===== src/hdl/manual_drive_esc_reverse_sequencer_defines.svh =====
// Assertion macros shared by the manual-drive ESC sequencer RTL.
`ifndef MANUAL_DRIVE_ESC_REVERSE_SEQUENCER_DEFINES_SVH
`define MANUAL_DRIVE_ESC_REVERSE_SEQUENCER_DEFINES_SVH
`ifndef SYNTHESIS
`define MDES_ASSERT_IMP(label, clk_sig, rst_sig, ante, cons) \
  label: assert property (@(posedge clk_sig) disable iff (rst_sig) (ante) |-> (cons)) \
    else $error("Same-cycle invariant violated.");
`define MDES_ASSERT_NXT(label, clk_sig, rst_sig, ante, cons) \
  label: assert property (@(posedge clk_sig) disable iff (rst_sig) (ante) |=> (cons)) \
    else $error("Next-cycle invariant violated.");
`else
`define MDES_ASSERT_IMP(label, clk_sig, rst_sig, ante, cons)
`define MDES_ASSERT_NXT(label, clk_sig, rst_sig, ante, cons)
`endif
`endif


===== src/hdl/mdes_pkg.sv =====
// Shared types, constants and helpers for the manual-drive ESC sequencer.
`default_nettype none
package mdes_pkg;

  localparam int unsigned PHASE_MS = 50;
  localparam logic [7:0] REVERSE_ENTRY_POS = 8'd70;
  localparam logic [7:0] ANGLE_MAX = 8'd180;
  localparam int CFG_IDX_W = 3;
  localparam int CFG_DATA_W = 16;

  localparam logic [CFG_IDX_W-1:0] REG_STEER_CENTER = 3'd0;
  localparam logic [CFG_IDX_W-1:0] REG_STEER_SPAN = 3'd1;
  localparam logic [CFG_IDX_W-1:0] REG_TRIM_OFFSET = 3'd2;
  localparam logic [CFG_IDX_W-1:0] REG_ESC_NEUTRAL = 3'd3;
  localparam logic [CFG_IDX_W-1:0] REG_ESC_FULL_FWD = 3'd4;
  localparam logic [CFG_IDX_W-1:0] REG_ESC_FULL_REV = 3'd5;
  localparam logic [CFG_IDX_W-1:0] REG_TIMEOUT_MS = 3'd6;

  typedef struct packed {
    logic [7:0] steer_center;
    logic [6:0] steer_span;
    logic signed [7:0] trim_offset;
    logic [7:0] esc_neutral_pos;
    logic [7:0] esc_full_forward;
    logic [7:0] esc_full_reverse;
    logic [15:0] timeout_ms;
  } cfg_t;

  typedef struct packed {
    logic [31:0] now_ms;
    logic has_command;
    logic auto_active;
    logic signed [15:0] steer_cmd;
    logic signed [15:0] throttle_cmd;
  } item_t;

  typedef struct packed {
    logic steer_write;
    logic [7:0] steer_pos;
    logic esc_write;
    logic [7:0] esc_pos;
    logic reverse_engaged;
    logic timed_out;
  } result_t;

  typedef struct packed {
    logic [7:0] steer_pos;
    logic [7:0] thr_pos;
    logic [7:0] neutral_pos;
    logic [7:0] safe_steer_pos;
  } map_t;

  typedef enum logic [3:0] {
    PH_LEAD  = 4'b0001,
    PH_TAP   = 4'b0010,
    PH_TRAIL = 4'b0100,
    PH_ENTER = 4'b1000
  } seq_phase_t;

  function automatic logic [7:0] sat_angle(input logic signed [10:0] v);
    logic [7:0] r;
    if (v < 11'sd0) begin
      r = 8'd0;
    end else if (v > $signed({3'b000, ANGLE_MAX})) begin
      r = ANGLE_MAX;
    end else begin
      r = v[7:0];
    end
    return r;
  endfunction

endpackage
`default_nettype wire


===== src/hdl/mdes_cfg.sv =====
// Configuration register file with write decode and reset values.
`default_nettype none
module mdes_cfg
  import mdes_pkg::*;
(
  input  wire logic                  clk,
  input  wire logic                  rst,
  input  wire logic                  cfg_wr_en,
  input  wire logic [CFG_IDX_W-1:0]  cfg_index,
  input  wire logic [CFG_DATA_W-1:0] cfg_data,
  output cfg_t                       cfg
);

  always_ff @(posedge clk) begin
    if (rst) begin
      cfg.steer_center <= 8'd90;
      cfg.steer_span <= 7'd30;
      cfg.trim_offset <= 8'sd0;
      cfg.esc_neutral_pos <= 8'd90;
      cfg.esc_full_forward <= 8'd180;
      cfg.esc_full_reverse <= 8'd0;
      cfg.timeout_ms <= 16'd1000;
    end else if (cfg_wr_en) begin
      unique case (cfg_index)
        REG_STEER_CENTER: cfg.steer_center <= cfg_data[7:0];
        REG_STEER_SPAN:   cfg.steer_span <= cfg_data[6:0];
        REG_TRIM_OFFSET:  cfg.trim_offset <= $signed(cfg_data[7:0]);
        REG_ESC_NEUTRAL:  cfg.esc_neutral_pos <= cfg_data[7:0];
        REG_ESC_FULL_FWD: cfg.esc_full_forward <= cfg_data[7:0];
        REG_ESC_FULL_REV: cfg.esc_full_reverse <= cfg_data[7:0];
        REG_TIMEOUT_MS:   cfg.timeout_ms <= cfg_data[15:0];
        default: ;
      endcase
    end
  end

endmodule
`default_nettype wire


===== src/hdl/mdes_map.sv =====
// Steering and throttle scaling from Q1.15 stick values to servo angles.
`default_nettype none
module mdes_map
  import mdes_pkg::*;
(
  input  wire cfg_t               cfg,
  input  wire logic signed [15:0] steer_cmd,
  input  wire logic signed [15:0] throttle_cmd,
  input  wire logic               reverse_mode,
  output map_t                    mapped
);

  logic signed [23:0] steer_prod;
  logic signed [8:0]  steer_ofs;
  logic signed [10:0] center_s;
  logic signed [10:0] span_s;
  logic signed [10:0] steer_raw;
  logic signed [10:0] steer_lo;
  logic signed [10:0] steer_hi;
  logic signed [10:0] steer_clamped;
  logic signed [8:0]  neutral_s;
  logic signed [8:0]  thr_gain;
  logic signed [24:0] thr_prod;
  logic signed [9:0]  thr_ofs;
  logic signed [10:0] thr_raw;
  logic signed [10:0] safe_raw;

  assign steer_prod = steer_cmd * $signed({1'b0, cfg.steer_span});
  assign steer_ofs = steer_prod[23:15];
  assign center_s = $signed({3'b000, cfg.steer_center});
  assign span_s = $signed({4'b0000, cfg.steer_span});
  assign steer_raw = center_s + $signed({{2{steer_ofs[8]}}, steer_ofs});
  assign steer_lo = center_s - span_s;
  assign steer_hi = center_s + span_s;

  always_comb begin
    if (steer_raw < steer_lo) begin
      steer_clamped = steer_lo;
    end else if (steer_raw > steer_hi) begin
      steer_clamped = steer_hi;
    end else begin
      steer_clamped = steer_raw;
    end
  end

  assign neutral_s = $signed({1'b0, cfg.esc_neutral_pos});

  always_comb begin
    if (throttle_cmd > 16'sd0) begin
      thr_gain = $signed({1'b0, cfg.esc_full_forward}) - neutral_s;
    end else if ((throttle_cmd < 16'sd0) && reverse_mode) begin
      thr_gain = neutral_s - $signed({1'b0, cfg.esc_full_reverse});
    end else begin
      thr_gain = 9'sd0;
    end
  end

  assign thr_prod = throttle_cmd * thr_gain;
  assign thr_ofs = thr_prod[24:15];
  assign thr_raw = $signed({3'b000, cfg.esc_neutral_pos}) + $signed({thr_ofs[9], thr_ofs});
  assign safe_raw = center_s + $signed({{3{cfg.trim_offset[7]}}, cfg.trim_offset});

  assign mapped.steer_pos = sat_angle(steer_clamped);
  assign mapped.thr_pos = sat_angle(thr_raw);
  assign mapped.neutral_pos = sat_angle($signed({3'b000, cfg.esc_neutral_pos}));
  assign mapped.safe_steer_pos = sat_angle(safe_raw);

endmodule
`default_nettype wire


===== src/hdl/mdes_seq.sv =====
// Reverse-entry sequencer, command timestamp and timeout override.
`default_nettype none
module mdes_seq
  import mdes_pkg::*;
(
  input  wire logic        clk,
  input  wire logic        rst,
  input  wire logic        advance,
  input  wire item_t       item,
  input  wire map_t        mapped,
  input  wire logic [15:0] timeout_ms,
  output logic             reverse_mode,
  output result_t          result
);

  logic        seq_running;
  seq_phase_t  seq_phase;
  logic [31:0] seq_phase_start;
  logic [31:0] last_cmd_time;

  logic        reverse_mode_next;
  logic        seq_running_next;
  seq_phase_t  seq_phase_next;
  logic [31:0] seq_phase_start_next;
  logic [31:0] last_cmd_time_next;

  logic        manual_cmd;
  logic        thr_fwd;
  logic        thr_rev;
  logic        seq_start;
  logic        rm_after_thr;
  logic        run_use;
  seq_phase_t  phase_use;
  logic [31:0] start_use;
  logic [31:0] elapsed;
  logic        phase_done;
  logic [31:0] since_cmd;

  assign manual_cmd = item.has_command && !item.auto_active;
  assign thr_fwd = item.throttle_cmd > 16'sd0;
  assign thr_rev = item.throttle_cmd < 16'sd0;
  assign seq_start = manual_cmd && thr_rev && !reverse_mode && !seq_running;
  assign rm_after_thr = (manual_cmd && thr_fwd) ? 1'b0 : reverse_mode;
  assign run_use = seq_running || seq_start;
  assign phase_use = seq_start ? PH_LEAD : seq_phase;
  assign start_use = seq_start ? item.now_ms : seq_phase_start;
  assign elapsed = item.now_ms - start_use;
  assign phase_done = elapsed >= 32'(PHASE_MS);
  assign since_cmd = (item.has_command || item.auto_active) ? 32'd0 :
                     item.now_ms - last_cmd_time;

  always_comb begin
    reverse_mode_next = rm_after_thr;
    seq_running_next = run_use;
    seq_phase_next = phase_use;
    seq_phase_start_next = start_use;
    last_cmd_time_next = last_cmd_time;
    result = '0;

    if (manual_cmd) begin
      result.steer_write = 1'b1;
      result.steer_pos = mapped.steer_pos;
      result.esc_write = 1'b1;
      if (!run_use) begin
        result.esc_pos = mapped.thr_pos;
      end else begin
        unique case (phase_use)
          PH_LEAD: begin
            result.esc_pos = mapped.neutral_pos;
            if (phase_done) begin
              seq_phase_next = PH_TAP;
              seq_phase_start_next = item.now_ms;
            end
          end
          PH_TAP: begin
            result.esc_pos = 8'd0;
            if (phase_done) begin
              seq_phase_next = PH_TRAIL;
              seq_phase_start_next = item.now_ms;
            end
          end
          PH_TRAIL: begin
            result.esc_pos = mapped.neutral_pos;
            if (phase_done) begin
              seq_phase_next = PH_ENTER;
              seq_phase_start_next = item.now_ms;
            end
          end
          PH_ENTER: begin
            reverse_mode_next = 1'b1;
            seq_running_next = 1'b0;
            result.esc_pos = REVERSE_ENTRY_POS;
          end
          default: begin
            result.esc_pos = mapped.neutral_pos;
          end
        endcase
      end
      last_cmd_time_next = item.now_ms;
    end else if (item.auto_active) begin
      last_cmd_time_next = item.now_ms;
    end

    if (since_cmd > {16'd0, timeout_ms}) begin
      result.esc_write = 1'b1;
      result.esc_pos = mapped.neutral_pos;
      result.steer_write = 1'b1;
      result.steer_pos = mapped.safe_steer_pos;
      result.timed_out = 1'b1;
    end
    result.reverse_engaged = reverse_mode_next;
  end

  always_ff @(posedge clk) begin
    if (rst) begin
      reverse_mode <= 1'b0;
      seq_running <= 1'b0;
      seq_phase <= PH_LEAD;
      seq_phase_start <= 32'd0;
      last_cmd_time <= 32'd0;
    end else if (advance) begin
      reverse_mode <= reverse_mode_next;
      seq_running <= seq_running_next;
      seq_phase <= seq_phase_next;
      seq_phase_start <= seq_phase_start_next;
      last_cmd_time <= last_cmd_time_next;
    end
  end

endmodule
`default_nettype wire


===== src/hdl/manual_drive_esc_reverse_sequencer.sv =====
// A transaction is accepted into an input register and its result is written into the result
// register when it advances; a stalled output (out_valid set, out_ready low) holds it back.
// Throughput: one transaction per cycle when not stalled; the state update between consecutive
// transactions is a single combinational pass from the input register to the result register.
// Reset (synchronous, active high) empties both registers, clears the sequencer state and
// loads the configuration registers with their default values.
`default_nettype none
`include "manual_drive_esc_reverse_sequencer_defines.svh"
module manual_drive_esc_reverse_sequencer
  import mdes_pkg::*;
(
  input  wire logic                  clk,
  input  wire logic                  rst,
  input  wire logic                  cfg_wr_en,
  input  wire logic [CFG_IDX_W-1:0]  cfg_index,
  input  wire logic [CFG_DATA_W-1:0] cfg_data,
  input  wire logic                  in_valid,
  output logic                       in_ready,
  input  wire logic [31:0]           now_ms,
  input  wire logic                  has_command,
  input  wire logic                  auto_active,
  input  wire logic signed [15:0]    steer_cmd,
  input  wire logic signed [15:0]    throttle_cmd,
  output logic                       out_valid,
  input  wire logic                  out_ready,
  output logic                       steer_write,
  output logic [7:0]                 steer_pos,
  output logic                       esc_write,
  output logic [7:0]                 esc_pos,
  output logic                       reverse_engaged,
  output logic                       timed_out
);

  cfg_t    cfg;
  item_t   item_q;
  logic    in_q_valid;
  logic    advance;
  logic    in_accept;
  logic    reverse_mode;
  map_t    mapped;
  result_t result;
  result_t result_q;

  assign advance = in_q_valid && (!out_valid || out_ready);
  assign in_ready = !in_q_valid || advance;
  assign in_accept = in_valid && in_ready;

  always_ff @(posedge clk) begin
    if (rst) begin
      in_q_valid <= 1'b0;
    end else if (in_ready) begin
      in_q_valid <= in_valid;
    end
  end

  always_ff @(posedge clk) begin
    if (in_accept) begin
      item_q.now_ms <= now_ms;
      item_q.has_command <= has_command;
      item_q.auto_active <= auto_active;
      item_q.steer_cmd <= steer_cmd;
      item_q.throttle_cmd <= throttle_cmd;
    end
  end

  mdes_cfg u_cfg (
    .clk       (clk),
    .rst       (rst),
    .cfg_wr_en (cfg_wr_en),
    .cfg_index (cfg_index),
    .cfg_data  (cfg_data),
    .cfg       (cfg)
  );

  mdes_map u_map (
    .cfg          (cfg),
    .steer_cmd    (item_q.steer_cmd),
    .throttle_cmd (item_q.throttle_cmd),
    .reverse_mode (reverse_mode),
    .mapped       (mapped)
  );

  mdes_seq u_seq (
    .clk          (clk),
    .rst          (rst),
    .advance      (advance),
    .item         (item_q),
    .mapped       (mapped),
    .timeout_ms   (cfg.timeout_ms),
    .reverse_mode (reverse_mode),
    .result       (result)
  );

  always_ff @(posedge clk) begin
    if (rst) begin
      out_valid <= 1'b0;
    end else if (advance) begin
      out_valid <= 1'b1;
    end else if (out_ready) begin
      out_valid <= 1'b0;
    end
  end

  always_ff @(posedge clk) begin
    if (advance) begin
      result_q <= result;
    end
  end

  assign steer_write = result_q.steer_write;
  assign steer_pos = result_q.steer_pos;
  assign esc_write = result_q.esc_write;
  assign esc_pos = result_q.esc_pos;
  assign reverse_engaged = result_q.reverse_engaged;
  assign timed_out = result_q.timed_out;

  `MDES_ASSERT_NXT(a_in_stage_loads, clk, rst, in_accept, in_q_valid)
  `MDES_ASSERT_IMP(a_timeout_writes_both, clk, rst, out_valid && timed_out,
                   steer_write && esc_write)
  `MDES_ASSERT_IMP(a_angles_in_range, clk, rst, out_valid,
                   (esc_pos <= ANGLE_MAX) && (steer_pos <= ANGLE_MAX))
  `MDES_ASSERT_IMP(a_unwritten_zero, clk, rst, out_valid && !esc_write,
                   (esc_pos == 8'd0) && !steer_write && (steer_pos == 8'd0))

endmodule
`default_nettype wire


===== config.mk =====
export PLATFORM = sky130hd
export DESIGN_NAME = manual_drive_esc_reverse_sequencer
export DESIGN_NICKNAME = d
export VERILOG_FILES = /design/src/hdl/mdes_pkg.sv /design/src/hdl/mdes_cfg.sv /design/src/hdl/mdes_map.sv /design/src/hdl/mdes_seq.sv /design/src/hdl/manual_drive_esc_reverse_sequencer.sv
export VERILOG_INCLUDE_DIRS = /design/src /design/src/hdl
export SDC_FILE = /design/constraint.sdc
export NUM_CORES = 1
export LEC_CHECK = 0
export ABC_CLOCK_PERIOD_IN_PS = 19470
export BUFFER_PORTS_ARGS = -buffer_cell sky130_fd_sc_hd__buf_2
export CAP_MARGIN = 20
export CELL_PAD_IN_SITES_DETAIL_PLACEMENT = 0
export CELL_PAD_IN_SITES_GLOBAL_PLACEMENT = 1
export CORE_ASPECT_RATIO = 1.5
export CORE_MARGIN = 2
export CORE_UTILIZATION = 53
export DETAILED_ROUTE_END_ITERATION = 7
export PLACE_DENSITY = 0.92
export REMOVE_ABC_BUFFERS = 1
export SLEW_MARGIN = 15
export SYNTH_ARGS = -nofsm -noshare
export SYNTH_HDL_FRONTEND = slang
export SYNTH_SLANG_ARGS = --single-unit

===== constraint.sdc =====
create_clock -name clk -period 19.47 [get_ports clk]
set_input_delay 0.9735 -clock clk [delete_from_list [all_inputs] [get_ports clk]]
set_output_delay 0.9735 -clock clk [all_outputs]
set_load 0.03 [all_outputs]

==> impl_results.md, run 1 <==
* Post-cts gate resize count at 0
* DR vias at 19756
* Slew headroom at 0.281
* Setup bufs post-CTS at 0
* Capturing point of the worst reg2reg path: esc_pos[5]
* Initial antenna violation count at 4
* H-Tree Depth at 1
* Worst-Margin Slew at 1080 ps
* Achievable Freq at 98.2 MHz
* Main synth FF type: dfxtp_1
* Class of the worst hold path: flip-flop to flip-flop
* Fin. max-slew vios at 0
* Root Driver: clkbuf_16
* Fin crit period at 10180 ps
* Critical hold path startpoint: u_seq.last_cmd_time[20]
* Min-Delay Endpoint: u_seq.last_cmd_time[20]
* Share of the synthesized area in the top cell type at 0.175
* Power Dens Cells at 131 mW/mm²
* Largest net degree at the start of global routing at 100
* Crit end category: flip-flop
* CP Launch Type: flip-flop
* Drt first-iter violations at 836
* RSZ-0062 raised after global routing: no
* Worst r2r src: u_cfg.cfg[33]
* P&R area growth vs syn at 7.93%
* Crit-path leading delay family: compound AO/OA/AOI/OAI gates
* Vias in the first global route at 20909
* Critical path peak fanout at 16
* DRT Pass-1 Iters at 5
* Critical Path Most Common Cell: fa_1
* WP buf/inv at 3
* Hold Buf Count CTS at 0
* Grt ovf at 0
* Clock Latency Late Sink at 560 ps
* Worst hold slack at 452 ps
* Yosys reg bits at 220
* Area contributors post-synth: fa_1 (17%), ha_1 (13%), dfxtp_1 (11%), edfxtp_1 (10%), inv_1 (4.9%)
* Yosys cell types at 83
* GRT Util Overall at 0.267
* Cell Rows at 96
* Worst slack, placed at 9300 ps
* Post-synth EDFFs at 85
* Peak VDD IR at 0.153 mV
* Chip Width at 179 µm
* Worst Clk Skew at 15.6 ps
* Reg2Reg Setup Slack at 9290 ps
* Core Box Area at 0.0455 mm²
* WS Path Type: flip-flop to flip-flop
* Routability cong. at 0.909
* Vias/cell at 5.74
* Final Util at 0.576
* Lkg Pwr at 0.0117 µW
* # Max-Cap Violations at 0
* Worst reg-to-reg path cell count at 41
* Worst path arrival time at 10580 ps
* Max Buffers Root-to-Sink at 3
* FFs w/ async S/R, synth at 0
* TritonCTS clock tree: yes
* TritonCTS Sinks at 220
* Max stage delay on crit path at 600 ps
* Layout cells sized above 1 at 0.0734
* Area leader, netlist: fa_1
* Max stage delay cell, worst path: fa_1
* Antenna viol nets, final at 0
* Yosys warns at 0
* Post-detail-place hpwl at 49.7 mm
* Outcome: completed
* Fin crit share at 0.523
* PnR Total Power at 3450 µW
* Port Buffers at 111
* Setup TNS at 0 ps
* DRC errors left at 0
* Worst Path Required at 19870 ps
* Die Area at 0.0476 mm²
* Io pins at 112
* Synthesized area at 0.0243 mm²
* Hold Path Depth at 2
* Syn avg cell area at 8.78 µm²
* Seq/Total Area, Yosys at 0.216
* Count of final hold-check violations at 0
* Min setup slack post-route at 9290 ps
* Initial Util at 0.534
* Average wire per standard cell at 18.2 µm
* Clk slew on worst S/H paths at 60 ps
* Final nets at 3376
* First-pass GRT wire length at 102 mm
* Die Y at 266 µm
* Synth Instances at 2770
* # setup viols final at 0
* Total CTS buffers at 26
* Total Wirelength at 62.5 mm
-- power breakdown --
| group | switching (µW) | internal (µW) | total (µW) |
|---|---|---|---|
| Combinational | 1420 | 977 | 2400 |
| Clock | 210 | 298 | 509 |
| Sequential | 28.1 | 514 | 542 |
-- sequential cells by signal, indices dropped and copies added (netlist names) --
signal                 flops
item_q                    66
u_cfg.cfg                 63
u_seq.last_cmd_time       32
u_seq.seq_phase_start     32
esc_pos                    8
steer_pos                  8
u_seq.seq_phase            4
in_q_valid                 1
out_valid                  1
reverse_engaged            1
steer_write                1
timed_out                  1
u_seq.reverse_mode         1
u_seq.seq_running          1
-- cell usage in the layout, fill, tap and decap left out, drive strengths merged, types with 12 or more instances in the layout --
cell type	synthesis	layout
nor3	26	26
a31oi	13	13
fa	212	212
mux2i	80	80
a21o	56	56
o21ai	92	92
nand2b	98	98
o21bai	15	15
a211oi	18	18
nand2	301	301
edfxtp	85	85
buf	21	130
or3	12	12
dfxtp	135	135
o211ai	15	15
nor2	144	144
and3	21	21
or2	13	13
ha	245	245
a211o	14	14
nor2b	64	64
nand3b	20	20
clkbuf	78	33
o21a	29	29
a21oi	186	186
inv	320	325
xor2	24	24
nand3	25	25
and2	140	140
nand4	26	26
xnor2	81	81
-- through the flow --
| stage | instance area [µm²] | instances |
|---|---|---|
| 3_3_place_gp | 25300 | 3385 |
| 6_report | 26200 | 3440 |
| 3_5_place_dp | 25300 | 3386 |
| 2_1_floorplan | 23900 | 2671 |
| 5_1_grt | 26200 | 3440 |
| 4_1_cts | 26200 | 3434 |
-- synth_stat cells, types with 10 or more instances --
| cell type | n |
|---|---|
| o21ai_0 | 82 |
| or2_2 | 12 |
| nand2_1 | 301 |
| o22ai_1 | 11 |
| xnor2_1 | 80 |
| nand2b_1 | 98 |
| a21o_1 | 56 |
| mux2i_1 | 80 |
| o211ai_1 | 15 |
| a211o_1 | 13 |
| edfxtp_1 | 85 |
| nand3b_1 | 20 |
| o21bai_1 | 15 |
| o21ai_1 | 10 |
| or3_1 | 12 |
| buf_1 | 10 |
| o21a_1 | 29 |
| a21oi_1 | 186 |
| ha_1 | 245 |
| nand3_1 | 25 |
| and2_1 | 140 |
| nand4_1 | 26 |
| nor4_1 | 11 |
| fa_1 | 212 |
| a211oi_1 | 18 |
| dfxtp_1 | 135 |
| inv_1 | 320 |
| clkbuf_1 | 76 |
| a31oi_1 | 13 |
| xor2_1 | 24 |
| nor3_1 | 26 |
| nor2_1 | 144 |
| and3_1 | 21 |
| nor2b_1 | 64 |
-- logic make-up (layout without fill, tap and decap cells) --
| group | after synthesis | in the layout | synth area share |
|---|---|---|---|
| mux | 82 | 82 | 0.0339 |
| flops | 220 | 220 | 0.216 |
| buf+inv | 420 | 499 | 0.0681 |
| other cells | 0 | 3 | 0 |
| simple gates | 929 | 929 | 0.194 |
| compound gates | 557 | 557 | 0.149 |
| xor+xnor | 105 | 105 | 0.0381 |
| fa+ha+maj | 457 | 457 | 0.301 |
-- final cells by class --
cell class | instances | area, µm²
Sequential cell | 220 | 5260
Antenna cell | 3 | 7.51
Clock buffer | 33 | 739
Multi-Input combinational cell | 2130 | 17400
Tap cell | 588 | 736
Inverter | 321 | 1200
Clock inverter | 15 | 156
Timing Repair Buffer | 130 | 721
Fill cell | 4185 | 19300
-- routing by layer --
| layer | track usage | wire (µm) |
|---|---|---|
| met5 | 0 | 0 |
| met4 | 0.121 | 2820 |
| met3 | 0.0260 | 2040 |
| met2 | 0.531 | 34700 |
| met1 | 0.272 | 22900 |
-- worst min-delay path: cells and delay by family, from the launching register on --
kind / cells / cell delay [ps]
AO/OA/AOI/OAI: 1 / 50
flip-flops: 1 / 300
AND/OR/NAND/NOR: 1 / 50
-- worst max path at each step --
| stage | endpoint | start | cells after the start | slack [ps] |
|---|---|---|---|---|
| floorplan | esc_pos[7] | u_cfg.cfg[33] | 41 | 10160 |
| global placement | esc_pos[5] | u_cfg.cfg[33] | 41 | 9530 |
| detailed placement | esc_pos[5] | u_cfg.cfg[33] | 41 | 9300 |
| CTS | esc_pos[5] | u_cfg.cfg[33] | 41 | 9270 |
| global route | esc_pos[5] | u_cfg.cfg[33] | 41 | 8430 |
| finish | esc_pos[5] | u_cfg.cfg[33] | 41 | 9290 |
Note: power is estimated with default switching activity, not from simulation.
==> inputs of run 2 (changes only) <==
Settings changed: ABC_CLOCK_PERIOD_IN_PS 19470 to 9040, CORE_UTILIZATION 53 to 45, PLACE_DENSITY 0.92 to 0.83.
Clock period 19.47 ns to 9.04 ns, I/O delays scaled along.
==> run 2 against run 1 <==
Count of clock-buffer cells in the layout is 1 lower; critical path depth rose by 3; critical endpoint is now esc_pos[7]; via count up 1.3%; largest power group unchanged; global-route usage down 3.3 points; flip-flop and latch count unchanged; utilization fell by 6.0 points; sequential power up 110%; combinational power rose to 2.7 times the previous value; critical path type unchanged.
==> impl_results.md, run 2 (same netlist as run 1, synthesis figures left out) <==
* Core Box Area at 0.0535 mm² (was 0.0455 mm²)
* Slew headroom at 0.266 (was 0.281)
* Max stage delay on crit path at 590 ps (was 600 ps)
* Chip Width at 194 µm (was 179 µm)
* Capturing point of the worst reg2reg path: esc_pos[7] (was esc_pos[5])
* Largest net degree at the start of global routing at 86 (was 100)
* Final nets at 3488 (was 3376)
* Worst Path Required at 9500 ps (was 19870 ps)
* Critical path peak fanout at 3 (was 16)
* # setup viols final at 0 (unchanged)
* Lkg Pwr at 0.0123 µW (was 0.0117 µW)
* Die Y at 289 µm (was 266 µm)
* Commonest non-fill, non-tap cell in the layout: inv_1 (unchanged)
* Most flops, register: item_q (unchanged)
* Total CTS buffers at 27 (was 26)
* Hold Path Depth at 1 (was 2)
* Achievable Freq at 115 MHz (was 98.2 MHz)
* Grt ovf at 0 (unchanged)
* DR vias at 20004 (was 19756)
* Fill cell count at 5066 (was 4185)
* Vias/cell at 5.48 (was 5.74)
* Fin. max-slew vios at 0 (unchanged)
* Clk slew on worst S/H paths at 70 ps (was 60 ps)
* Crit end category: flip-flop (unchanged)
* Drt first-iter violations at 871 (was 836)
* Clock Latency Late Sink at 590 ps (was 560 ps)
* Layout cells sized above 1 at 0.132 (was 0.0734)
* Initial antenna violation count at 2 (was 4)
* Max reg flops at 66 (unchanged)
* Post-detail-place hpwl at 52.4 mm (was 49.7 mm)
* Worst path arrival time at 9160 ps (was 10580 ps)
* Class of the worst hold path: input pin to flip-flop (was flip-flop to flip-flop)
* Critical hold path startpoint: steer_cmd[15] (was u_seq.last_cmd_time[20])
* Routability cong. at 0.928 (was 0.909)
* Outcome: completed (unchanged)
* Power Dens Cells at 318 mW/mm² (was 131 mW/mm²)
* Initial Util at 0.455 (was 0.534)
* Worst slack, placed at -329 ps (was 9300 ps)
* Most frequent cells in the layout: inv_1 (317), nand2_1 (300), ha_1 (231), fa_1 (210), a21oi_1 (177) (was inv_1 (320), nand2_1 (301), ha_1 (245), fa_1 (212), a21oi_1 (186))
* CP Launch Type: flip-flop (unchanged)
* Fin crit period at 8710 ps (was 10180 ps)
* Vias in the first global route at 21334 (was 20909)
* Max Buffers Root-to-Sink at 3 (unchanged)
* Min-Delay Endpoint: item_q[31] (was u_seq.last_cmd_time[20])
* Worst Clk Skew at 15.3 ps (was 15.6 ps)
* Io pins at 112 (unchanged)
* Peak VDD IR at 0.501 mV (was 0.153 mV)
* TritonCTS Sinks at 220 (unchanged)
* Root Driver: clkbuf_16 (unchanged)
* # Max-Cap Violations at 0 (unchanged)
* Cell Rows at 104 (was 96)
* Port Buffers at 111 (unchanged)
* Worst r2r src: u_cfg.cfg[24] (was u_cfg.cfg[33])
* Die Area at 0.0559 mm² (was 0.0476 mm²)
* Antenna viol nets, final at 0 (unchanged)
* Max stage delay cell, worst path: fa_1 (unchanged)
* GRT Util Overall at 0.234 (was 0.267)
* Average wire per standard cell at 17.9 µm (was 18.2 µm)
* Min setup slack post-route at 333 ps (was 9290 ps)
* Worst-Margin Slew at 1090 ps (was 1080 ps)
* Worst reg-to-reg path cell count at 44 (was 41)
* WS Path Type: flip-flop to flip-flop (unchanged)
* DRC errors left at 0 (unchanged)
* Hold Buf Count CTS at 0 (unchanged)
* Reg2Reg Setup Slack at 330 ps (was 9290 ps)
* P&R area growth vs syn at 13.6% (was 7.93%)
* Setup TNS at 0 ps (unchanged)
* TritonCTS clock tree: yes (unchanged)
* Fin crit share at 0.963 (was 0.523)
* Critical Path Most Common Cell: fa_1 (unchanged)
* PnR Total Power at 8780 µW (was 3450 µW)
* DRT Pass-1 Iters at 5 (unchanged)
* Count of final hold-check violations at 0 (unchanged)
* First-pass GRT wire length at 107 mm (was 102 mm)
* Top flop regs: item_q x66, u_cfg.cfg x63 (unchanged)
* Total Wirelength at 65.4 mm (was 62.5 mm)
* H-Tree Depth at 1 (unchanged)
run 2: cell count changes in the layout (fill, tap and decap cells not counted), sizes merged:
cell      delta
diode        -2
inv          +3
clkbuf       -1
clkinvlp     +2
clkinv       -1
buf        +111
bufinv       -1
run 2: worst max path at each step:
| stage | end | slack (ps) | startpoint |
|---|---|---|---|
| floorplan | esc_pos[7] | -270 | u_cfg.cfg[33] |
| global placement | esc_pos[7] | -160 | u_cfg.cfg[24] |
| detailed placement | esc_pos[7] | -330 | u_cfg.cfg[24] |
| CTS | esc_pos[7] | 3 | u_cfg.cfg[24] |
| global route | esc_pos[7] | -130 | u_cfg.cfg[24] |
| finish | esc_pos[7] | 330 | u_cfg.cfg[24] |
run 2: what timing repair did:
action / CTS / global route
resized for setup: 11 / 82
setup endpoints to repair: 8 / 16
pin swaps: 3 / 59
buffers inserted: 0 / 14
run 2: per-layer routing:
metal	wire length [µm]	vias to the layer above	global-route usage
li1	-	9739	-
met1	24900	9697	0.252
met2	35200	405	0.455
met3	2260	159	0.0274
met4	3040	4	0.104
met5	31	-	0
run 2: area by class of cell:
cell class / instances / area [µm²] / area share
well taps: 689 / 862 / 0.0312
multi-input cells: 2130 / 17800 / 0.644
inverters: 321 / 1200 / 0.0436
clock inverters: 18 / 168 / 0.00607
clock buffers: 32 / 778 / 0.0282
repair buffers: 241 / 1550 / 0.0562
flip-flops and latches: 220 / 5260 / 0.190
diodes: 1 / 2.50 / 0.0000906
run 2: per-stage QoR:
stage	instances	util	hold WS (ps)	instance area, µm²
floorplan	2671	-	430	23900
global placement	3585	0.489	441	26200
detailed placement	3585	0.489	447	26200
finish	3652	0.517	34.9	27600
global route	3651	0.516	11.9	27600
CTS	3635	0.508	1.43	27200
run 2: where the power goes:
group          switching (µW)  internal (µW)
clock                     498            658
sequential               50.0           1110
combinational            3370           3100
run 2: critical path, delay by kind of cell (launching register included):
kind / cells / cell delay [ps]
AO/OA/AOI/OAI: 21 / 3130
buffers and inverters: 5 / 410
adder cells (fa/ha/maj): 9 / 3500
flip-flops: 1 / 310
AND/OR/NAND/NOR: 9 / 1240
==> inputs of run 3 (changes only) <==
Settings changed: GPL_TIMING_DRIVEN set to 0.
==> run 3 against run 2 <==
Final cell count shrank 1.6%; flip-flop and latch count did not move; fmax shrank 3.7%; register-to-register slack got worse by 330 ps; sequential share of layout area is 0.16 points higher; final area shrank 0.51%; via count down 0.13%; worst hold slack better by 18 ps.
==> impl_results.md, run 3 (same netlist as run 1, synthesis figures left out) <==
* Outcome: completed (unchanged)
* Most frequent cells in the layout: inv_1 (314), nand2_1 (297), ha_1 (242), fa_1 (210), a21oi_1 (172) (was inv_1 (317), nand2_1 (300), ha_1 (231), fa_1 (210), a21oi_1 (177))
* Crit end category: flip-flop (unchanged)
* Io pins at 112 (unchanged)
* Routability cong. at 0.921 (was 0.928)
* Top flop regs: item_q x66, u_cfg.cfg x63 (unchanged)
* RSZ-0062 raised after global routing: yes
* WP buf/inv at 4 (was 5)
* TritonCTS clock tree: yes (unchanged)
* DR vias at 19977 (was 20004)
* Lkg Pwr at 0.0121 µW (was 0.0123 µW)
* Worst Path Required at 9350 ps (was 9500 ps)
* TritonCTS Sinks at 220 (unchanged)
* Crit-path leading delay family: adder cells (unchanged)
* CP Launch Type: flip-flop (unchanged)
* Drt first-iter violations at 786 (was 871)
* Worst hold slack at 52.6 ps (was 34.9 ps)
* Die Area at 0.0559 mm² (unchanged)
* Fin. max-slew vios at 0 (unchanged)
* PnR Total Power at 8310 µW (was 8780 µW)
* Max Buffers Root-to-Sink at 3 (unchanged)
* Achievable Freq at 111 MHz (was 115 MHz)
* DRT Pass-1 Iters at 5 (unchanged)
* Max reg flops at 66 (unchanged)
* P&R area growth vs syn at 13.0% (was 13.6%)
* Class of the worst hold path: input pin to flip-flop (unchanged)
* Worst path arrival time at 9350 ps (was 9160 ps)
* Commonest non-fill, non-tap cell in the layout: inv_1 (unchanged)
* Port Buffers at 111 (unchanged)
* Total Wirelength at 64.1 mm (was 65.4 mm)
* Total CTS buffers at 27 (unchanged)
* Grt ovf at 0 (unchanged)
* Slew headroom at 0.295 (was 0.266)
* Final nets at 3430 (was 3488)
* Initial antenna violation count at 1 (was 2)
* Post-detail-place hpwl at 49.9 mm (was 52.4 mm)
* Core Box Area at 0.0535 mm² (unchanged)
* Initial Util at 0.455 (unchanged)
* Max stage delay cell, worst path: dfxtp_1 (was fa_1)
* Clock Latency Late Sink at 570 ps (was 590 ps)
* Area after DPL at 0.0255 mm² (was 0.0262 mm²)
* Critical path peak fanout at 6 (was 3)
* Power Dens Cells at 302 mW/mm² (was 318 mW/mm²)
* Min setup slack post-route at 1.46 ps (was 333 ps)
* Root Driver: clkbuf_16 (unchanged)
* # Max-Cap Violations at 0 (unchanged)
* Fill cell count at 4960 (was 5066)
* Count of final hold-check violations at 0 (unchanged)
* Peak VDD IR at 0.673 mV (was 0.501 mV)
* Largest net degree at the start of global routing at 100 (was 86)
* Fin crit share at 1.00 (was 0.963)
* Fin area at 0.0275 mm² (was 0.0276 mm²)
* Fin crit period at 9040 ps (was 8710 ps)
* Worst Clk Skew at 17.4 ps (was 15.3 ps)
* Hold Buf Count CTS at 0 (unchanged)
* Placed Cells at 3481 (was 3585)
* Cell Rows at 104 (unchanged)
* Cell Count, Final, Fillers Out at 3592 (was 3652)
* DRC errors left at 0 (unchanged)
* First-pass GRT wire length at 104 mm (was 107 mm)
* H-Tree Depth at 1 (unchanged)
* Worst slack, placed at -1500 ps (was -329 ps)
* Most flops, register: item_q (unchanged)
* Max stage delay on crit path at 530 ps (was 590 ps)
* # setup viols final at 0 (unchanged)
* Clk slew on worst S/H paths at 60 ps (was 70 ps)
* Worst-Margin Slew at 1040 ps (was 1090 ps)
* Die Y at 289 µm (unchanged)
* Layout cells sized above 1 at 0.124 (was 0.132)
* Vias/cell at 5.56 (was 5.48)
* Average wire per standard cell at 17.8 µm (was 17.9 µm)
* Antenna viol nets, final at 0 (unchanged)
* Vias in the first global route at 21243 (was 21334)
* Chip Width at 194 µm (unchanged)
* WS Path Type: flip-flop to flip-flop (unchanged)
* GRT Util Overall at 0.228 (was 0.234)
run 3: layout make-up:
| type | count | area, µm² | area share |
|---|---|---|---|
| multi-input cells | 2130 | 18000 | 0.655 |
| inverters | 321 | 1210 | 0.0439 |
| well taps | 689 | 862 | 0.0314 |
| clock buffers | 37 | 828 | 0.0301 |
| flip-flops and latches | 220 | 5280 | 0.192 |
| clock inverters | 11 | 93.8 | 0.00341 |
| diodes | 1 | 2.50 | 0.0000910 |
| repair buffers | 183 | 1190 | 0.0435 |
run 3: what timing repair did:
| item | 4_1_cts | 5_1_grt |
|---|---|---|
| resized for setup | 58 | 81 |
| pin swaps | 30 | 53 |
| setup endpoints to repair | 16 | 16 |
| setup buffers | 38 | 24 |
run 3: power breakdown:
part / leakage (µW) / internal [µW] / total (µW) / switching [µW]
logic: 0.00971 / 2620 / 6030 / 3420
registers: 0.00192 / 1110 / 1170 / 60.3
clock network: 0.000463 / 669 / 1120 / 446
total: 0.0121 / 4390 / 8310 / 3920
run 3: per-stage QoR:
stage	util	TNS (ps)
6_report	0.514	0
5_1_grt	0.514	-1860
4_1_cts	0.503	0
3_5_place_dp	0.477	-15330
3_3_place_gp	0.473	-45700
2_1_floorplan	-	-798
run 3: worst paths after layout:
check | startpoint | end | slack (ps) | cells past startpoint
setup / recovery | u_cfg.cfg[35] | esc_pos[7] | 1 | 37
setup reg to reg | u_cfg.cfg[35] | esc_pos[7] | 1 | 37
hold / removal | now_ms[0] | item_q[34] | 50 | 1
hold reg to reg | u_seq.last_cmd_time[29] | u_seq.last_cmd_time[29] | 450 | 2
run 3: layer usage:
metal | vias up | wire length, µm | track usage
met5 | - | 13 | 0
met4 | 2 | 2970 | 0.109
met3 | 158 | 2340 | 0.0271
met2 | 423 | 35000 | 0.448
met1 | 9783 | 23700 | 0.239
li1 | 9611 | - | -
